### src/rtl/core/dfcb_pkg.sv
`default_nettype none

package dfcb_pkg;

  // Screen geometry
  localparam int SCREEN_WIDTH  = 320;
  localparam int SCREEN_HEIGHT = 200;
  localparam int SCREEN_PIXELS = SCREEN_WIDTH * SCREEN_HEIGHT;

  // Width that holds the pixel count and any 16-bit offset
  localparam int SCR_BITS = ($clog2(SCREEN_PIXELS + 1) > 16) ?
                            $clog2(SCREEN_PIXELS + 1) : 17;

  // Chunk header size in bytes
  localparam int HEADER_BYTES = 6;

  // Result kinds
  localparam logic [1:0] KIND_PIXEL = 2'd0;
  localparam logic [1:0] KIND_FILL  = 2'd1;
  localparam logic [1:0] KIND_DONE  = 2'd2;
  localparam logic [1:0] KIND_ERROR = 2'd3;

  // Error codes
  localparam logic [2:0] ERR_TRUNC_FILL   = 3'd0;
  localparam logic [2:0] ERR_NO_TERM      = 3'd1;
  localparam logic [2:0] ERR_TRUNC_CHUNK  = 3'd2;
  localparam logic [2:0] ERR_CHUNK_LONG   = 3'd3;
  localparam logic [2:0] ERR_OFF_SCREEN   = 3'd4;

  typedef struct packed {
    logic        frame_start;
    logic [15:0] frame_bytes;
    logic        lead_fill;
    logic [7:0]  data_byte;
  } req_t;

  typedef struct packed {
    logic [1:0]  kind;
    logic [15:0] pixel_address;
    logic [7:0]  pixel_value;
    logic [2:0]  error_code;
    logic        last;
  } rsp_t;

  // Results of one committed request, in order
  typedef struct packed {
    logic [1:0] count;
    rsp_t       first;
    rsp_t       second;
  } push_t;

endpackage

`default_nettype wire

### src/rtl/core/dfcb_in_reg.sv
`default_nettype none

module dfcb_in_reg
  import dfcb_pkg::*;
(
  input  wire logic clk,
  input  wire logic rst,
  input  wire logic req_valid,
  output logic      req_stall,
  input  wire req_t req,
  input  wire logic commit,
  output logic      held_valid,
  output req_t      held
);

  // Stall only while a held request waits for the parser
  assign req_stall = held_valid && !commit;

  // Hold the request until the parser commits it
  always_ff @(posedge clk) begin
    if (rst) begin
      held_valid <= 1'b0;
    end else if (!held_valid || commit) begin
      held_valid <= req_valid;
    end
  end

  always_ff @(posedge clk) begin
    if (!held_valid || commit) begin
      held <= req;
    end
  end

endmodule

`default_nettype wire

### src/rtl/core/dfcb_parser.sv
`default_nettype none

module dfcb_parser
  import dfcb_pkg::*;
(
  input  wire logic clk,
  input  wire logic rst,
  input  wire logic held_valid,
  input  wire req_t held,
  input  wire logic room,
  output logic      commit,
  output push_t     push
);

  localparam logic [3:0] PH_IDLE = 4'd0;
  localparam logic [3:0] PH_OPT0 = 4'd1;
  localparam logic [3:0] PH_OPT1 = 4'd2;
  localparam logic [3:0] PH_OFF0 = 4'd3;
  localparam logic [3:0] PH_OFF1 = 4'd4;
  localparam logic [3:0] PH_LEN0 = 4'd5;
  localparam logic [3:0] PH_LEN1 = 4'd6;
  localparam logic [3:0] PH_PIX  = 4'd7;

  localparam logic [SCR_BITS-1:0] SCREEN_C = SCR_BITS'(SCREEN_PIXELS);

  logic [3:0]  phase, phase_next;
  logic [15:0] bytes_left, bytes_left_next;
  logic [7:0]  option_lo, option_lo_next;
  logic [15:0] chunk_offset, chunk_offset_next;
  logic [7:0]  length_lo, length_lo_next;
  logic [15:0] write_address, write_address_next;
  logic [15:0] pixels_left, pixels_left_next;

  logic [15:0]         bl_dec;
  logic [15:0]         chunk_length;
  logic [SCR_BITS-1:0] offset_ext;
  logic [SCR_BITS-1:0] length_ext;
  logic [SCR_BITS-1:0] room_on_screen;
  rsp_t                res_a, res_b;
  logic [1:0]          n_res;

  assign commit = held_valid && room;

  assign bl_dec         = bytes_left - 16'd1;
  assign chunk_length   = {held.data_byte, length_lo};
  assign offset_ext     = SCR_BITS'(chunk_offset);
  assign length_ext     = SCR_BITS'(chunk_length);
  assign room_on_screen = SCREEN_C - offset_ext;

  // Advance the header parser by one byte
  always_comb begin
    phase_next         = phase;
    bytes_left_next    = bytes_left;
    option_lo_next     = option_lo;
    chunk_offset_next  = chunk_offset;
    length_lo_next     = length_lo;
    write_address_next = write_address;
    pixels_left_next   = pixels_left;
    res_a              = '0;
    res_b              = '0;
    n_res              = 2'd0;

    if (held.frame_start) begin
      bytes_left_next = held.frame_bytes;
      if (held.lead_fill) begin
        if (held.frame_bytes == 16'd0) begin
          res_a.kind       = KIND_ERROR;
          res_a.error_code = ERR_TRUNC_FILL;
          n_res            = 2'd1;
          phase_next       = PH_IDLE;
        end else begin
          res_a.kind        = KIND_FILL;
          res_a.pixel_value = held.data_byte;
          n_res             = 2'd1;
          bytes_left_next   = held.frame_bytes - 16'd1;
          if (held.frame_bytes - 16'd1 < 16'd2) begin
            res_b.kind       = KIND_ERROR;
            res_b.error_code = ERR_NO_TERM;
            n_res            = 2'd2;
            phase_next       = PH_IDLE;
          end else begin
            phase_next = PH_OPT0;
          end
        end
      end else if (held.frame_bytes < 16'd2) begin
        res_a.kind       = KIND_ERROR;
        res_a.error_code = ERR_NO_TERM;
        n_res            = 2'd1;
        phase_next       = PH_IDLE;
      end else begin
        // First byte is the low option byte
        option_lo_next  = held.data_byte;
        bytes_left_next = held.frame_bytes - 16'd1;
        phase_next      = PH_OPT1;
      end
    end else if (phase != PH_IDLE && bytes_left != 16'd0) begin
      bytes_left_next = bl_dec;
      unique case (phase)
        PH_OPT0: begin
          option_lo_next = held.data_byte;
          phase_next     = PH_OPT1;
        end
        PH_OPT1: begin
          if (option_lo == 8'd0 && held.data_byte == 8'd0) begin
            res_a.kind = KIND_DONE;
            n_res      = 2'd1;
            phase_next = PH_IDLE;
          end else if (bl_dec < 16'(HEADER_BYTES - 2)) begin
            res_a.kind       = KIND_ERROR;
            res_a.error_code = ERR_TRUNC_CHUNK;
            n_res            = 2'd1;
            phase_next       = PH_IDLE;
          end else begin
            phase_next = PH_OFF0;
          end
        end
        PH_OFF0: begin
          chunk_offset_next[7:0] = held.data_byte;
          phase_next             = PH_OFF1;
        end
        PH_OFF1: begin
          chunk_offset_next[15:8] = held.data_byte;
          phase_next              = PH_LEN0;
        end
        PH_LEN0: begin
          length_lo_next = held.data_byte;
          phase_next     = PH_LEN1;
        end
        PH_LEN1: begin
          if (chunk_length > bl_dec) begin
            res_a.kind       = KIND_ERROR;
            res_a.error_code = ERR_CHUNK_LONG;
            n_res            = 2'd1;
            phase_next       = PH_IDLE;
          end else if (offset_ext > SCREEN_C || length_ext > room_on_screen) begin
            res_a.kind       = KIND_ERROR;
            res_a.error_code = ERR_OFF_SCREEN;
            n_res            = 2'd1;
            phase_next       = PH_IDLE;
          end else if (chunk_length == 16'd0) begin
            if (bl_dec < 16'd2) begin
              res_a.kind       = KIND_ERROR;
              res_a.error_code = ERR_NO_TERM;
              n_res            = 2'd1;
              phase_next       = PH_IDLE;
            end else begin
              phase_next = PH_OPT0;
            end
          end else begin
            write_address_next = chunk_offset;
            pixels_left_next   = chunk_length;
            phase_next         = PH_PIX;
          end
        end
        PH_PIX: begin
          res_a.kind          = KIND_PIXEL;
          res_a.pixel_address = write_address;
          res_a.pixel_value   = held.data_byte;
          n_res               = 2'd1;
          write_address_next  = write_address + 16'd1;
          pixels_left_next    = pixels_left - 16'd1;
          if (pixels_left == 16'd1) begin
            if (bl_dec < 16'd2) begin
              res_b.kind       = KIND_ERROR;
              res_b.error_code = ERR_NO_TERM;
              n_res            = 2'd2;
              phase_next       = PH_IDLE;
            end else begin
              phase_next = PH_OPT0;
            end
          end
        end
        default: begin
          phase_next = PH_IDLE;
        end
      endcase
    end

    res_a.last = (n_res == 2'd1);
    res_b.last = 1'b1;
  end

  // Hand the results of a committed request to the queue
  always_comb begin
    push.count  = commit ? n_res : 2'd0;
    push.first  = res_a;
    push.second = res_b;
  end

  // Update parser state on commit
  always_ff @(posedge clk) begin
    if (rst) begin
      phase      <= PH_IDLE;
      bytes_left <= 16'd0;
    end else if (commit) begin
      phase      <= phase_next;
      bytes_left <= bytes_left_next;
    end
  end

  always_ff @(posedge clk) begin
    if (commit) begin
      option_lo     <= option_lo_next;
      chunk_offset  <= chunk_offset_next;
      length_lo     <= length_lo_next;
      write_address <= write_address_next;
      pixels_left   <= pixels_left_next;
    end
  end

`ifndef SYNTH
  // A done or error result leaves the parser idle
  a_end_goes_idle: assert property (@(posedge clk) disable iff (rst)
    (push.count != 2'd0 &&
     ((push.count == 2'd1 && (push.first.kind == KIND_DONE ||
                              push.first.kind == KIND_ERROR)) ||
      push.count == 2'd2)) |=> phase == PH_IDLE)
    else $error("parser not idle after frame end");

  // A second result is always an error
  a_second_is_error: assert property (@(posedge clk) disable iff (rst)
    push.count == 2'd2 |-> push.second.kind == KIND_ERROR)
    else $error("second result is not an error");

  // Pixel phase always has pixels pending
  a_pix_nonzero: assert property (@(posedge clk) disable iff (rst)
    phase == PH_PIX |-> pixels_left != 16'd0)
    else $error("pixel phase with no pixels left");
`endif

endmodule

`default_nettype wire

### src/rtl/core/dfcb_out_fifo.sv
`default_nettype none

module dfcb_out_fifo
  import dfcb_pkg::*;
(
  input  wire logic  clk,
  input  wire logic  rst,
  input  wire push_t push,
  output logic       room,
  output logic       rsp_valid,
  input  wire logic  rsp_stall,
  output rsp_t       rsp
);

  rsp_t       slots [4];
  logic [1:0] wr_ptr;
  logic [1:0] rd_ptr;
  logic [2:0] count;
  logic       pop;

  // Two free entries are enough for any request
  assign room      = (count <= 3'd2);
  assign rsp_valid = (count != 3'd0);
  assign rsp       = slots[rd_ptr];
  assign pop       = rsp_valid && !rsp_stall;

  // Write the results of one request in order
  always_ff @(posedge clk) begin
    if (push.count != 2'd0) begin
      slots[wr_ptr] <= push.first;
    end
    if (push.count == 2'd2) begin
      slots[wr_ptr + 2'd1] <= push.second;
    end
  end

  // Advance pointers and occupancy
  always_ff @(posedge clk) begin
    if (rst) begin
      wr_ptr <= 2'd0;
      rd_ptr <= 2'd0;
      count  <= 3'd0;
    end else begin
      wr_ptr <= wr_ptr + push.count;
      if (pop) begin
        rd_ptr <= rd_ptr + 2'd1;
      end
      count <= count + 3'(push.count) - 3'(pop);
    end
  end

`ifndef SYNTH
  // Never overfill the queue
  a_no_overflow: assert property (@(posedge clk) disable iff (rst)
    push.count != 2'd0 |-> count <= 3'd2)
    else $error("result queue overflow");

  // Occupancy follows pushes and pops
  a_count_track: assert property (@(posedge clk) disable iff (rst)
    1'b1 |=> count == $past(count) + 3'($past(push.count)) - 3'($past(pop)))
    else $error("result queue count mismatch");
`endif

endmodule

`default_nettype wire

### src/rtl/core/delta_frame_chunk_blitter_top.sv
`default_nettype none

// Delta-frame chunk blitter. Each request carries one byte of a delta-coded
// frame; a start request also latches the frame length and whether the
// first byte is a whole-screen fill color. Chunk headers (option, offset,
// length, little-endian) are parsed byte by byte and every pixel byte
// becomes one pixel-write response at offset+i; the frame ends with a done
// response or one error response, after which bytes are ignored until the
// next start. One request is taken per clock cycle while the queue has room.
// A request gives at most two responses (a pixel or fill, then an error), and
// the response side drains one per cycle while rsp_stall is low, so sustained
// throughput is one request per cycle as long as requests average at most one
// response; the four-entry response queue sets the limit, stalling requests
// while it holds more than two responses. An accepted request is registered,
// then parsed, and its responses are written to the queue and offered from it.
module delta_frame_chunk_blitter_top
  import dfcb_pkg::*;
(
  input  wire logic clk,
  input  wire logic rst,
  input  wire logic req_valid,
  output logic      req_stall,
  input  wire req_t req,
  output logic      rsp_valid,
  input  wire logic rsp_stall,
  output rsp_t      rsp
);

  logic  held_valid;
  req_t  held;
  logic  commit;
  logic  room;
  push_t push;

  dfcb_in_reg u_in_reg (
    .clk        (clk),
    .rst        (rst),
    .req_valid  (req_valid),
    .req_stall  (req_stall),
    .req        (req),
    .commit     (commit),
    .held_valid (held_valid),
    .held       (held)
  );

  dfcb_parser u_parser (
    .clk        (clk),
    .rst        (rst),
    .held_valid (held_valid),
    .held       (held),
    .room       (room),
    .commit     (commit),
    .push       (push)
  );

  dfcb_out_fifo u_out_fifo (
    .clk       (clk),
    .rst       (rst),
    .push      (push),
    .room      (room),
    .rsp_valid (rsp_valid),
    .rsp_stall (rsp_stall),
    .rsp       (rsp)
  );

endmodule

`default_nettype wire
### config.mk
export PLATFORM = sky130hd
export DESIGN_NAME = delta_frame_chunk_blitter_top
export DESIGN_NICKNAME = d
export VERILOG_FILES = /design/src/rtl/core/dfcb_pkg.sv /design/src/rtl/core/dfcb_in_reg.sv /design/src/rtl/core/dfcb_parser.sv /design/src/rtl/core/dfcb_out_fifo.sv /design/src/rtl/core/delta_frame_chunk_blitter_top.sv
export SDC_FILE = /design/constraint.sdc
export NUM_CORES = 1
export LEC_CHECK = 0
export ABC_CLOCK_PERIOD_IN_PS = 6230
export BUFFER_PORTS_ARGS = -buffer_cell sky130_fd_sc_hd__buf_2
export CORE_UTILIZATION = 47
export CTS_CLUSTER_SIZE = 8
export DETAILED_ROUTE_END_ITERATION = 12
export PLACE_DENSITY = 0.74
export SETUP_SLACK_MARGIN = 0.02
export SYNTH_ARGS = -nofsm -noshare
export SYNTH_HDL_FRONTEND = slang
export SYNTH_HIERARCHICAL = 1
export SYNTH_SLANG_ARGS = --single-unit
### constraint.sdc
create_clock -name clk -period 6.23 [get_ports clk]
set_input_delay 0.9345 -clock clk [delete_from_list [all_inputs] [get_ports clk]]
set_output_delay 0.9345 -clock clk [all_outputs]
set_load 0.05 [all_outputs]
Word-level counts from Yosys, hierarchy flattened:

Memories as Yosys holds them, arrays and structs flattened. A register that Yosys moved wholly into a read port is not among the register bits.
Cells that the tools add are included.

* bits in registers: 118
* RAM bits: 120
* bits of input ports: 30
* output and inout port bits: 32
* logic and storage cells: 174
* memories: 1

* add/subtract/negate cells: 10
* order comparisons: 8
* equal/unequal tests: 16
* mux-type cells: 94
* bitwise logic cells: 1
* reduce and logical (&&, ||, !) cells: 28

Memories
* u_out_fifo.slots: words 4, bits a word 30, rd ports 1, clocked after Yosys merged registers in 1, write ports 2, RTL line dfcb_out_fifo.sv:15 `rsp_t slots [4];`

Operators with widths (count)
* two-way mux 16 bit: 12
* two-way mux 2 bit: 35
* one-hot mux 16 bit (2 select lines): 2
* two-way mux 8 bit: 7
* less-than comparator 16 x 2 -> 1 bit, second input constant: 3
* subtractor 16 x 1 -> 16 bit, second input constant: 3
* two-way mux 3 bit: 12
* zero test 16 bit: 2
* two-way mux 29 bit: 1
* two-way mux 4 bit: 7
* one-hot mux 4 bit (7 select lines): 1
* two-way mux 24 bit: 1
* > comparator 16 x 17 -> 1 bit: 1
* subtractor 16 x 16 -> 17 bit, first input constant: 1
* adder 16 x 1 -> 16 bit, second input constant: 1
* equality test 16 x 1 -> 1 bit, second input constant: 1
* equality test 4 x 3 -> 1 bit, second input constant: 4
* > comparator 16 bit: 1
* > comparator 16 bit, second input constant: 1
* zero test 8 bit: 2
* less-than comparator 16 x 3 -> 1 bit, second input constant: 1
* nonzero test 16 bit: 1
* two-way mux 1 bit: 12
* AND reduction 4 bit: 3
* 26 further kinds: 42

Logic depth before layout (Yosys ltp):

Gate-level depths: netlist of run 1.

* depth after elaboration: 13
* mapped depth: 21
* depth with buffers taken out: 21

Modules after synthesis:

Netlist of run 1, hierarchy kept.

Modules (own cells, without submodules)
* dfcb_parser: instances 1, cells each 737, area each 6356.1 um^2, seq. area each 2302.2 um^2
* dfcb_out_fifo: instances 1, cells each 347, area each 6228.5 um^2, seq. area each 3783.6 um^2
* dfcb_in_reg: instances 1, cells each 31, area each 830.8 um^2, seq. area each 800.8 um^2

Worst setup path before layout of run 1:

Ideal clock, no wire load.

* kind: reg2reg
* start point: register u_parser.chunk_offset[7]
* end point: memory u_out_fifo/slots[3][0] (netlist name) (enable)
* library setup time: 0.420 ns
* arrival time: 5.013 ns
* required time: 5.810 ns
* path slack: 0.797 ns
* cell stages (with the launch flop): 17
* path buffers: 0
* period minus slack after synthesis: 5.433 ns
* cells stage by stage: edfxtp_1 -> nor4_1 -> nand3_1 -> a21oi_1 -> nor2_1 -> xor2_1 -> ha_1 -> nand4_1 -> nor4_1 -> a32o_1 -> a22oi_1 -> nand2_1 -> a311oi_1 -> nor4b_2 -> nor3_1 -> a21oi_1 -> nor2b_1

RTL lines
* start, declared: RTL line dfcb_parser.sv:29 `logic [15:0] chunk_offset, chunk_offset_next;`
* start signal, assigned: RTL line dfcb_parser.sv:204 `chunk_offset <= chunk_offset_next;`
* end, declared: RTL line dfcb_out_fifo.sv:15

==> results.sh, run 1 <==
export IMPL_drive_above_1_share_pct=21.8
export IMPL_critPathRequiredTime_ns=6.47
export IMPL_synthTopCellsByCount="210 x edfxtp_1, 88 x mux2_2, 84 x nand2_1"
export IMPL_synth_top_area_cell="edfxtp_1"
export IMPL_crit_chain="nor3_1 > nand3_1 > a21oi_1 > nor2_1 > xor2_1 > ha_1 > nand4_1 > nor4_1 > a32o_1 > a22oi_1 > nand2_1 > a311oi_1 > nor4b_2 > nor3_1 > nand2b_1 > nor2_2 > buf_4 > mux2_1"
export IMPL_fin_nets=1251
export IMPL_finalPower_mw=4.81
export IMPL_initial_core_util_pct=48.0
export IMPL_slew_headroom_pct=16.6
export IMPL_r2r_start="u_parser/chunk_offset[3]"
export IMPL_dieHeight_um=171
export IMPL_crit_fanout=16
export IMPL_arrival_ns=5.98
export IMPL_critical_path_class="reg -> reg"
export IMPL_static_leakage_power_nw=5.47
export IMPL_whs_path_depth=2
export IMPL_grt_pass1_vias=9012
export IMPL_power_per_cell_area_nw_per_um2=321
export IMPL_cap_viol_max_count=0
export IMPL_grt_pass1_wl_um=47200
export IMPL_synth_area_leaders="edfxtp_1 47%, mux2_2 7.4%, mux4_2 5.0%"
export IMPL_die_width_um=171
export IMPL_cts_resized=0
export IMPL_r2r_setup_slack_ns=0.49
export IMPL_min_period_over_period_pct=92.2
export IMPL_hpwl_um=19600
export IMPL_postCtsHoldBufs=0
export IMPL_ctsHtreeMaxLevel=2
export IMPL_wl_um=29400
export IMPL_post_cts_setup_buffers=0
export IMPL_gp_congestion=0.889
export IMPL_io_buffer_count=61
export IMPL_vias_per_cell=5.73
export IMPL_slowest_stage="nor2_2"
export IMPL_setup_viol=0
export IMPL_tightestPinTransition_ns=1.24
export IMPL_fin_area_um2=15000
export IMPL_status="completed"
export IMPL_reg2reg_to="u_out_fifo/slots[3][16]"
export IMPL_row_count=61
export IMPL_yosys_register_bits=239
export IMPL_final_antenna_net_count=0
export IMPL_synth_top_area_share_pct=47.0
export IMPL_yosysMostFrequentCell="edfxtp_1"
export IMPL_min_from="u_out_fifo/rd_ptr[0]"
export IMPL_numCtsBuffers=35
export IMPL_syn2layout_area_growth_pct=11.7
export IMPL_path_clk_slew_ns=0.05
export IMPL_grt_max_degree=66
export IMPL_route_detailed_drc=0
export IMPL_cts_tree="yes"
export IMPL_utilization_pct=53.6
export IMPL_seq_area_frac_synth_pct=51.3
export IMPL_fmax_ghz=0.174
export IMPL_core_area_um2=27900
export IMPL_avgSynthCellArea_um2=12.0
export IMPL_synthArstFlopShare_pct=0
export IMPL_cts_sinks=239
export IMPL_syn_area_um2=13400
export IMPL_ys_types=71
export IMPL_drt_iter0_drc=844
export IMPL_rsz0062_at_grt="no"
export IMPL_cts_buffer_depth=3
export IMPL_setup_worst_path_start_class="flip-flop"
export IMPL_num_antenna_cells=0
export IMPL_fin_crit_ns=5.74
export IMPL_drt_pass1_iter_count=5
export IMPL_fill_cells=2377
export IMPL_vias=9010
export IMPL_drv_slew=0
export IMPL_hold_class="reg -> reg"
export IMPL_skew_ns=0.0230
export IMPL_overflow=0
export IMPL_tns_ns=0
export IMPL_reg2regPathDepth=18
export IMPL_place_ws_ns=0.575
export IMPL_io_pins=62
export IMPL_dieArea_um2=29200
export IMPL_ir_drop_mv=0.252
export IMPL_wl_per_cell_um=18.7
export IMPL_cts_root_buf="clkbuf_16"
export IMPL_hold_viol=0
export IMPL_synth_cells=1115
export IMPL_dpl_instance_area_um2=14000
export IMPL_synth_edff_count=210
export IMPL_clock_latency_ns=0.51
export IMPL_grt_use_total_pct=20.7
export IMPL_synth_flop_cell="edfxtp_1"
export IMPL_max_stage_delay_ns=0.73
export IMPL_ys_warn_count=6
export IMPL_fin_ws_ns=0.486
export IMPL_crit_path_end_kind="flip-flop"
export IMPL_antenna_found_initial=0
export IMPL_critPathMostFrequentCell="nor3_1"
cells by family (layout without fill, tap and decap cells):
group / Yosys count / after routing / synth area share, %
xor gates and xnor gates: 69 / 69 / 4.50
other: 2 / 27 / 0.0560
AOI/OAI and AO/OA: 154 / 154 / 7.12
adders and majority gates: 44 / 44 / 4.16
DFF: 239 / 239 / 51.3
muxes: 152 / 152 / 15.3
buffers and inverters: 111 / 166 / 4.23
and+or+nand+nor: 344 / 344 / 13.3
per-layer routing:
metal / vias to the layer above / routed length [µm] / track usage, %
met5: - / 0 / 0
met2: 276 / 14800 / 36.3
met1: 4399 / 12700 / 26.8
li1: 4294 / - / -
met3: 41 / 1510 / 2.98
met4: 0 / 422 / 5.24
layout by cell type (no fill, tap or decap), types with 35 or more instances in the layout:
master	netlist	final
ha_1	43	43
nand2_1	84	84
xnor2_1	39	39
clkbuf_16	0	35
mux2_2	88	88
buf_2	16	61
o21ai_0	63	63
nor3_1	39	39
nor2_1	73	70
edfxtp_1	210	210
how the worst max path moves through the flow:
stage                             start  cells after the start  slack [ns]                      end
5_1_grt        u_parser/chunk_offset[3]                     18        0.07  u_out_fifo/slots[3][16]
3_5_place_dp   u_parser/chunk_offset[3]                     18        0.58  u_out_fifo/slots[3][16]
6_report       u_parser/chunk_offset[3]                     18        0.49  u_out_fifo/slots[3][16]
3_3_place_gp     u_parser/bytes_left[0]                     17        0.79  u_out_fifo/slots[3][21]
2_1_floorplan  u_parser/chunk_offset[7]                     16        0.80   u_out_fifo/slots[3][0]
4_1_cts        u_parser/chunk_offset[3]                     18        0.54  u_out_fifo/slots[3][16]
layout make-up:
type	count	area [µm²]	area share [%]
tap	378	473	3.16
inverter	31	116	0.777
sequential	239	6890	46.0
clock inverter	2	32.5	0.217
clock buffer	53	943	6.30
timing repair buffer	80	448	2.99
multi-input combinational	790	6080	40.6
power breakdown:
group / leakage [nW] / internal [mW] / switching [mW]
Clock: 0.466 / 1.04 / 0.671
Sequential: 2.16 / 1.81 / 0.0807
Combinational: 2.84 / 0.433 / 0.779
state kept, by name, summed over array words and instances (netlist names), named ones only:
register                count
u_out_fifo/slots          120
u_in_reg/held              26
u_parser/bytes_left        16
u_parser/chunk_offset      16
u_parser/pixels_left       16
u_parser/write_address     16
u_parser/length_lo          8
u_parser/option_lo          8
u_out_fifo/count            3
u_parser/phase              3
u_out_fifo/rd_ptr           2
u_out_fifo/wr_ptr           2
u_in_reg/held_valid         1
worst max-delay path, delay by kind of cell, from the launching register on:
kind                     cells  cell delay (ns)
buffers and inverters        1             0.41
multiplexers                 1             0.37
XOR/XNOR                     1             0.15
AO/OA/AOI/OAI                4             0.80
flip-flops                   1             0.44
adder cells (fa/ha/maj)      1             0.32
AND/OR/NAND/NOR             10             2.94
through the flow:
stage | cells | hold slack, ns
2_1_floorplan | 1140 | 0.488
3_3_place_gp | 1518 | 0.494
3_5_place_dp | 1518 | 0.508
4_1_cts | 1573 | 0.525
5_1_grt | 1573 | 0.543
6_report | 1573 | 0.524
Power figures use the tool's default switching activity.
==> run 2: changes to the inputs <==
--- a/config.mk
+++ b/config.mk
@@ -11,6 +11,7 @@
 export CTS_CLUSTER_SIZE = 8
 export DETAILED_ROUTE_END_ITERATION = 12
 export PLACE_DENSITY = 0.74
+export RECOVER_POWER = 100
 export SETUP_SLACK_MARGIN = 0.02
 export SYNTH_ARGS = -nofsm -noshare
 export SYNTH_HDL_FRONTEND = slang
==> run 2 against run 1 <==
  * Clock power barely moved
  * Total power fell by 0.31%
  * The flow now finishes with violations (max-capacitance violations, max-slew violations)
  * First-iteration DRC count rose by 13%
  * Global-route usage did not move
  * Critical path type unchanged
  * Highest routed layer unchanged
==> results.sh, run 2 (synthesis results as in run 1) <==
export IMPL_path_clk_slew_ns=0.05
export IMPL_drv_slew=115
export IMPL_drive_above_1_share_pct=18.2
export IMPL_core_area_um2=27900
export IMPL_max_stage_delay_ns=0.72
export IMPL_hold_viol=0
export IMPL_static_leakage_power_nw=5.35
export IMPL_finalPower_mw=4.79
export IMPL_setup_worst_path_start_class="flip-flop"
export IMPL_final_cell_mix="210 x edfxtp_1, 88 x mux2_2, 84 x nand2_1"
export IMPL_cts_tree="yes"
export IMPL_final_common_cell="edfxtp_1"
export IMPL_fin_nets=1251
export IMPL_num_antenna_cells=0
export IMPL_slowest_stage="nor2_2"
export IMPL_crit_chain="nor3_1 > nand3_1 > a21oi_1 > nor2_1 > xor2_1 > ha_1 > nand4_1 > nor4_1 > a32o_1 > a22oi_1 > nand2_1 > a311oi_1 > nor4b_2 > nor3_1 > nand2b_1 > nor2_2 > clkbuf_4 > mux2_1"
export IMPL_arrival_ns=6.06
export IMPL_drt_iter0_drc=954
export IMPL_dpl_instance_area_um2=14000
export IMPL_hold_class="reg -> reg"
export IMPL_status="finished, violations left"
export IMPL_power_per_cell_area_nw_per_um2=322
export IMPL_vias=9028
export IMPL_wl_per_cell_um=18.8
export IMPL_grt_max_degree=66
export IMPL_tns_ns=0
export IMPL_pwr_share_seq_pct=39.4
export IMPL_overflow=0
export IMPL_setup_viol=0
export IMPL_dieArea_um2=29200
export IMPL_cts_resized=0
export IMPL_fin_area_um2=14900
export IMPL_antenna_found_initial=0
export IMPL_rsz0062_at_grt="no"
export IMPL_drt_pass1_iter_count=6
export IMPL_p_clk_share_pct=35.6
export IMPL_wl_um=29500
export IMPL_syn2layout_area_growth_pct=10.9
export IMPL_numCtsBuffers=35
export IMPL_grt_pass1_wl_um=47200
export IMPL_vias_per_cell=5.74
export IMPL_violations="max-capacitance violations, max-slew violations"
export IMPL_tightestPinTransition_ns=2.67
export IMPL_reg_top3="u_out_fifo/slots: 120 flops, u_in_reg/held: 26 flops"
export IMPL_ctsHtreeMaxLevel=2
export IMPL_p_sw_mw=1.53
export IMPL_row_count=61
export IMPL_hold_ws_ns=0.522
export IMPL_initial_core_util_pct=48.0
export IMPL_fin_cells=1573
export IMPL_crit_path_end_kind="flip-flop"
export IMPL_hpwl_um=19600
export IMPL_route_detailed_drc=0
export IMPL_clock_latency_ns=0.51
export IMPL_dieHeight_um=171
export IMPL_cts_buffer_depth=3
export IMPL_grt_use_total_pct=20.7
export IMPL_cts_sinks=239
export IMPL_die_width_um=171
export IMPL_cts_root_buf="clkbuf_16"
export IMPL_slew_headroom_pct=-78.1
export IMPL_io_pins=62
export IMPL_grt_pass1_vias=9012
export IMPL_p_int_mw=3.26
export IMPL_ir_drop_mv=0.252
export IMPL_skew_ns=0.0240
export IMPL_pwr_share_comb_pct=25.0
export IMPL_fin_crit_ns=5.82
export IMPL_fin_ws_ns=0.413
export IMPL_post_cts_setup_buffers=0
export IMPL_fmax_ghz=0.172
export IMPL_p_sw_share_pct=31.9
export IMPL_critPathRequiredTime_ns=6.47
export IMPL_critPathMostFrequentCell="nor3_1"
export IMPL_io_buffer_count=61
export IMPL_largest_reg_flops=120
export IMPL_cap_viol_max_count=3
export IMPL_largest_register="u_out_fifo/slots"
export IMPL_min_period_over_period_pct=93.4
export IMPL_place_ws_ns=0.575
export IMPL_dp_cells=1518
export IMPL_crit_fanout=16
export IMPL_postCtsHoldBufs=0
export IMPL_utilization_pct=53.3
export IMPL_gp_congestion=0.889
export IMPL_final_antenna_net_count=0
export IMPL_critical_path_class="reg -> reg"
## run 2: worst paths after layout
kind                                               start                      end  slack, ns  cells after the start
worst max register to register  u_parser/chunk_offset[3]  u_out_fifo/slots[3][16]       0.41                     18
worst max-delay path            u_parser/chunk_offset[3]  u_out_fifo/slots[3][16]       0.41                     18
worst min register to register      u_out_fifo/rd_ptr[0]                flip-flop       0.52                      2
worst min-delay path                u_out_fifo/rd_ptr[0]                flip-flop       0.52                      2
## run 2: critical path, delay by kind of cell (launching register included)
kind / cells / cell delay (ns)
AOI/OAI and AO/OA: 4 / 0.81
xor gates and xnor gates: 1 / 0.15
adders and majority gates: 1 / 0.32
buffers and inverters: 1 / 0.49
DFF: 1 / 0.45
muxes: 1 / 0.37
and+or+nand+nor: 10 / 2.93
## run 2: layout make-up
class,count,area [µm²]
Clock buffer,53,943
Clock inverter,2,32.5
Fill cell,2413,13100
Inverter,31,116
Multi-Input combinational cell,790,6060
Sequential cell,239,6890
Tap cell,378,473
Timing Repair Buffer,80,364
## run 2: power groups by stage
stage / combinational, mW / clock (mW) / sequential [mW]
6_report: 1.20 / 1.71 / 1.89
5_1_grt: 1.32 / 1.81 / 1.90
4_1_cts: 1.21 / 1.74 / 1.89
3_5_place_dp: 1.20 / 0 / 1.92
3_3_place_gp: 1.18 / 0 / 1.91
2_1_floorplan: 0.981 / 0 / 1.88
## run 2: metal layers
layer  part of all wire (%)  GRT usage [%]
met1                     43           26.8
met2                     50           36.3
met3                    5.4           2.98
met4                    1.5           5.24
met5                      0              0
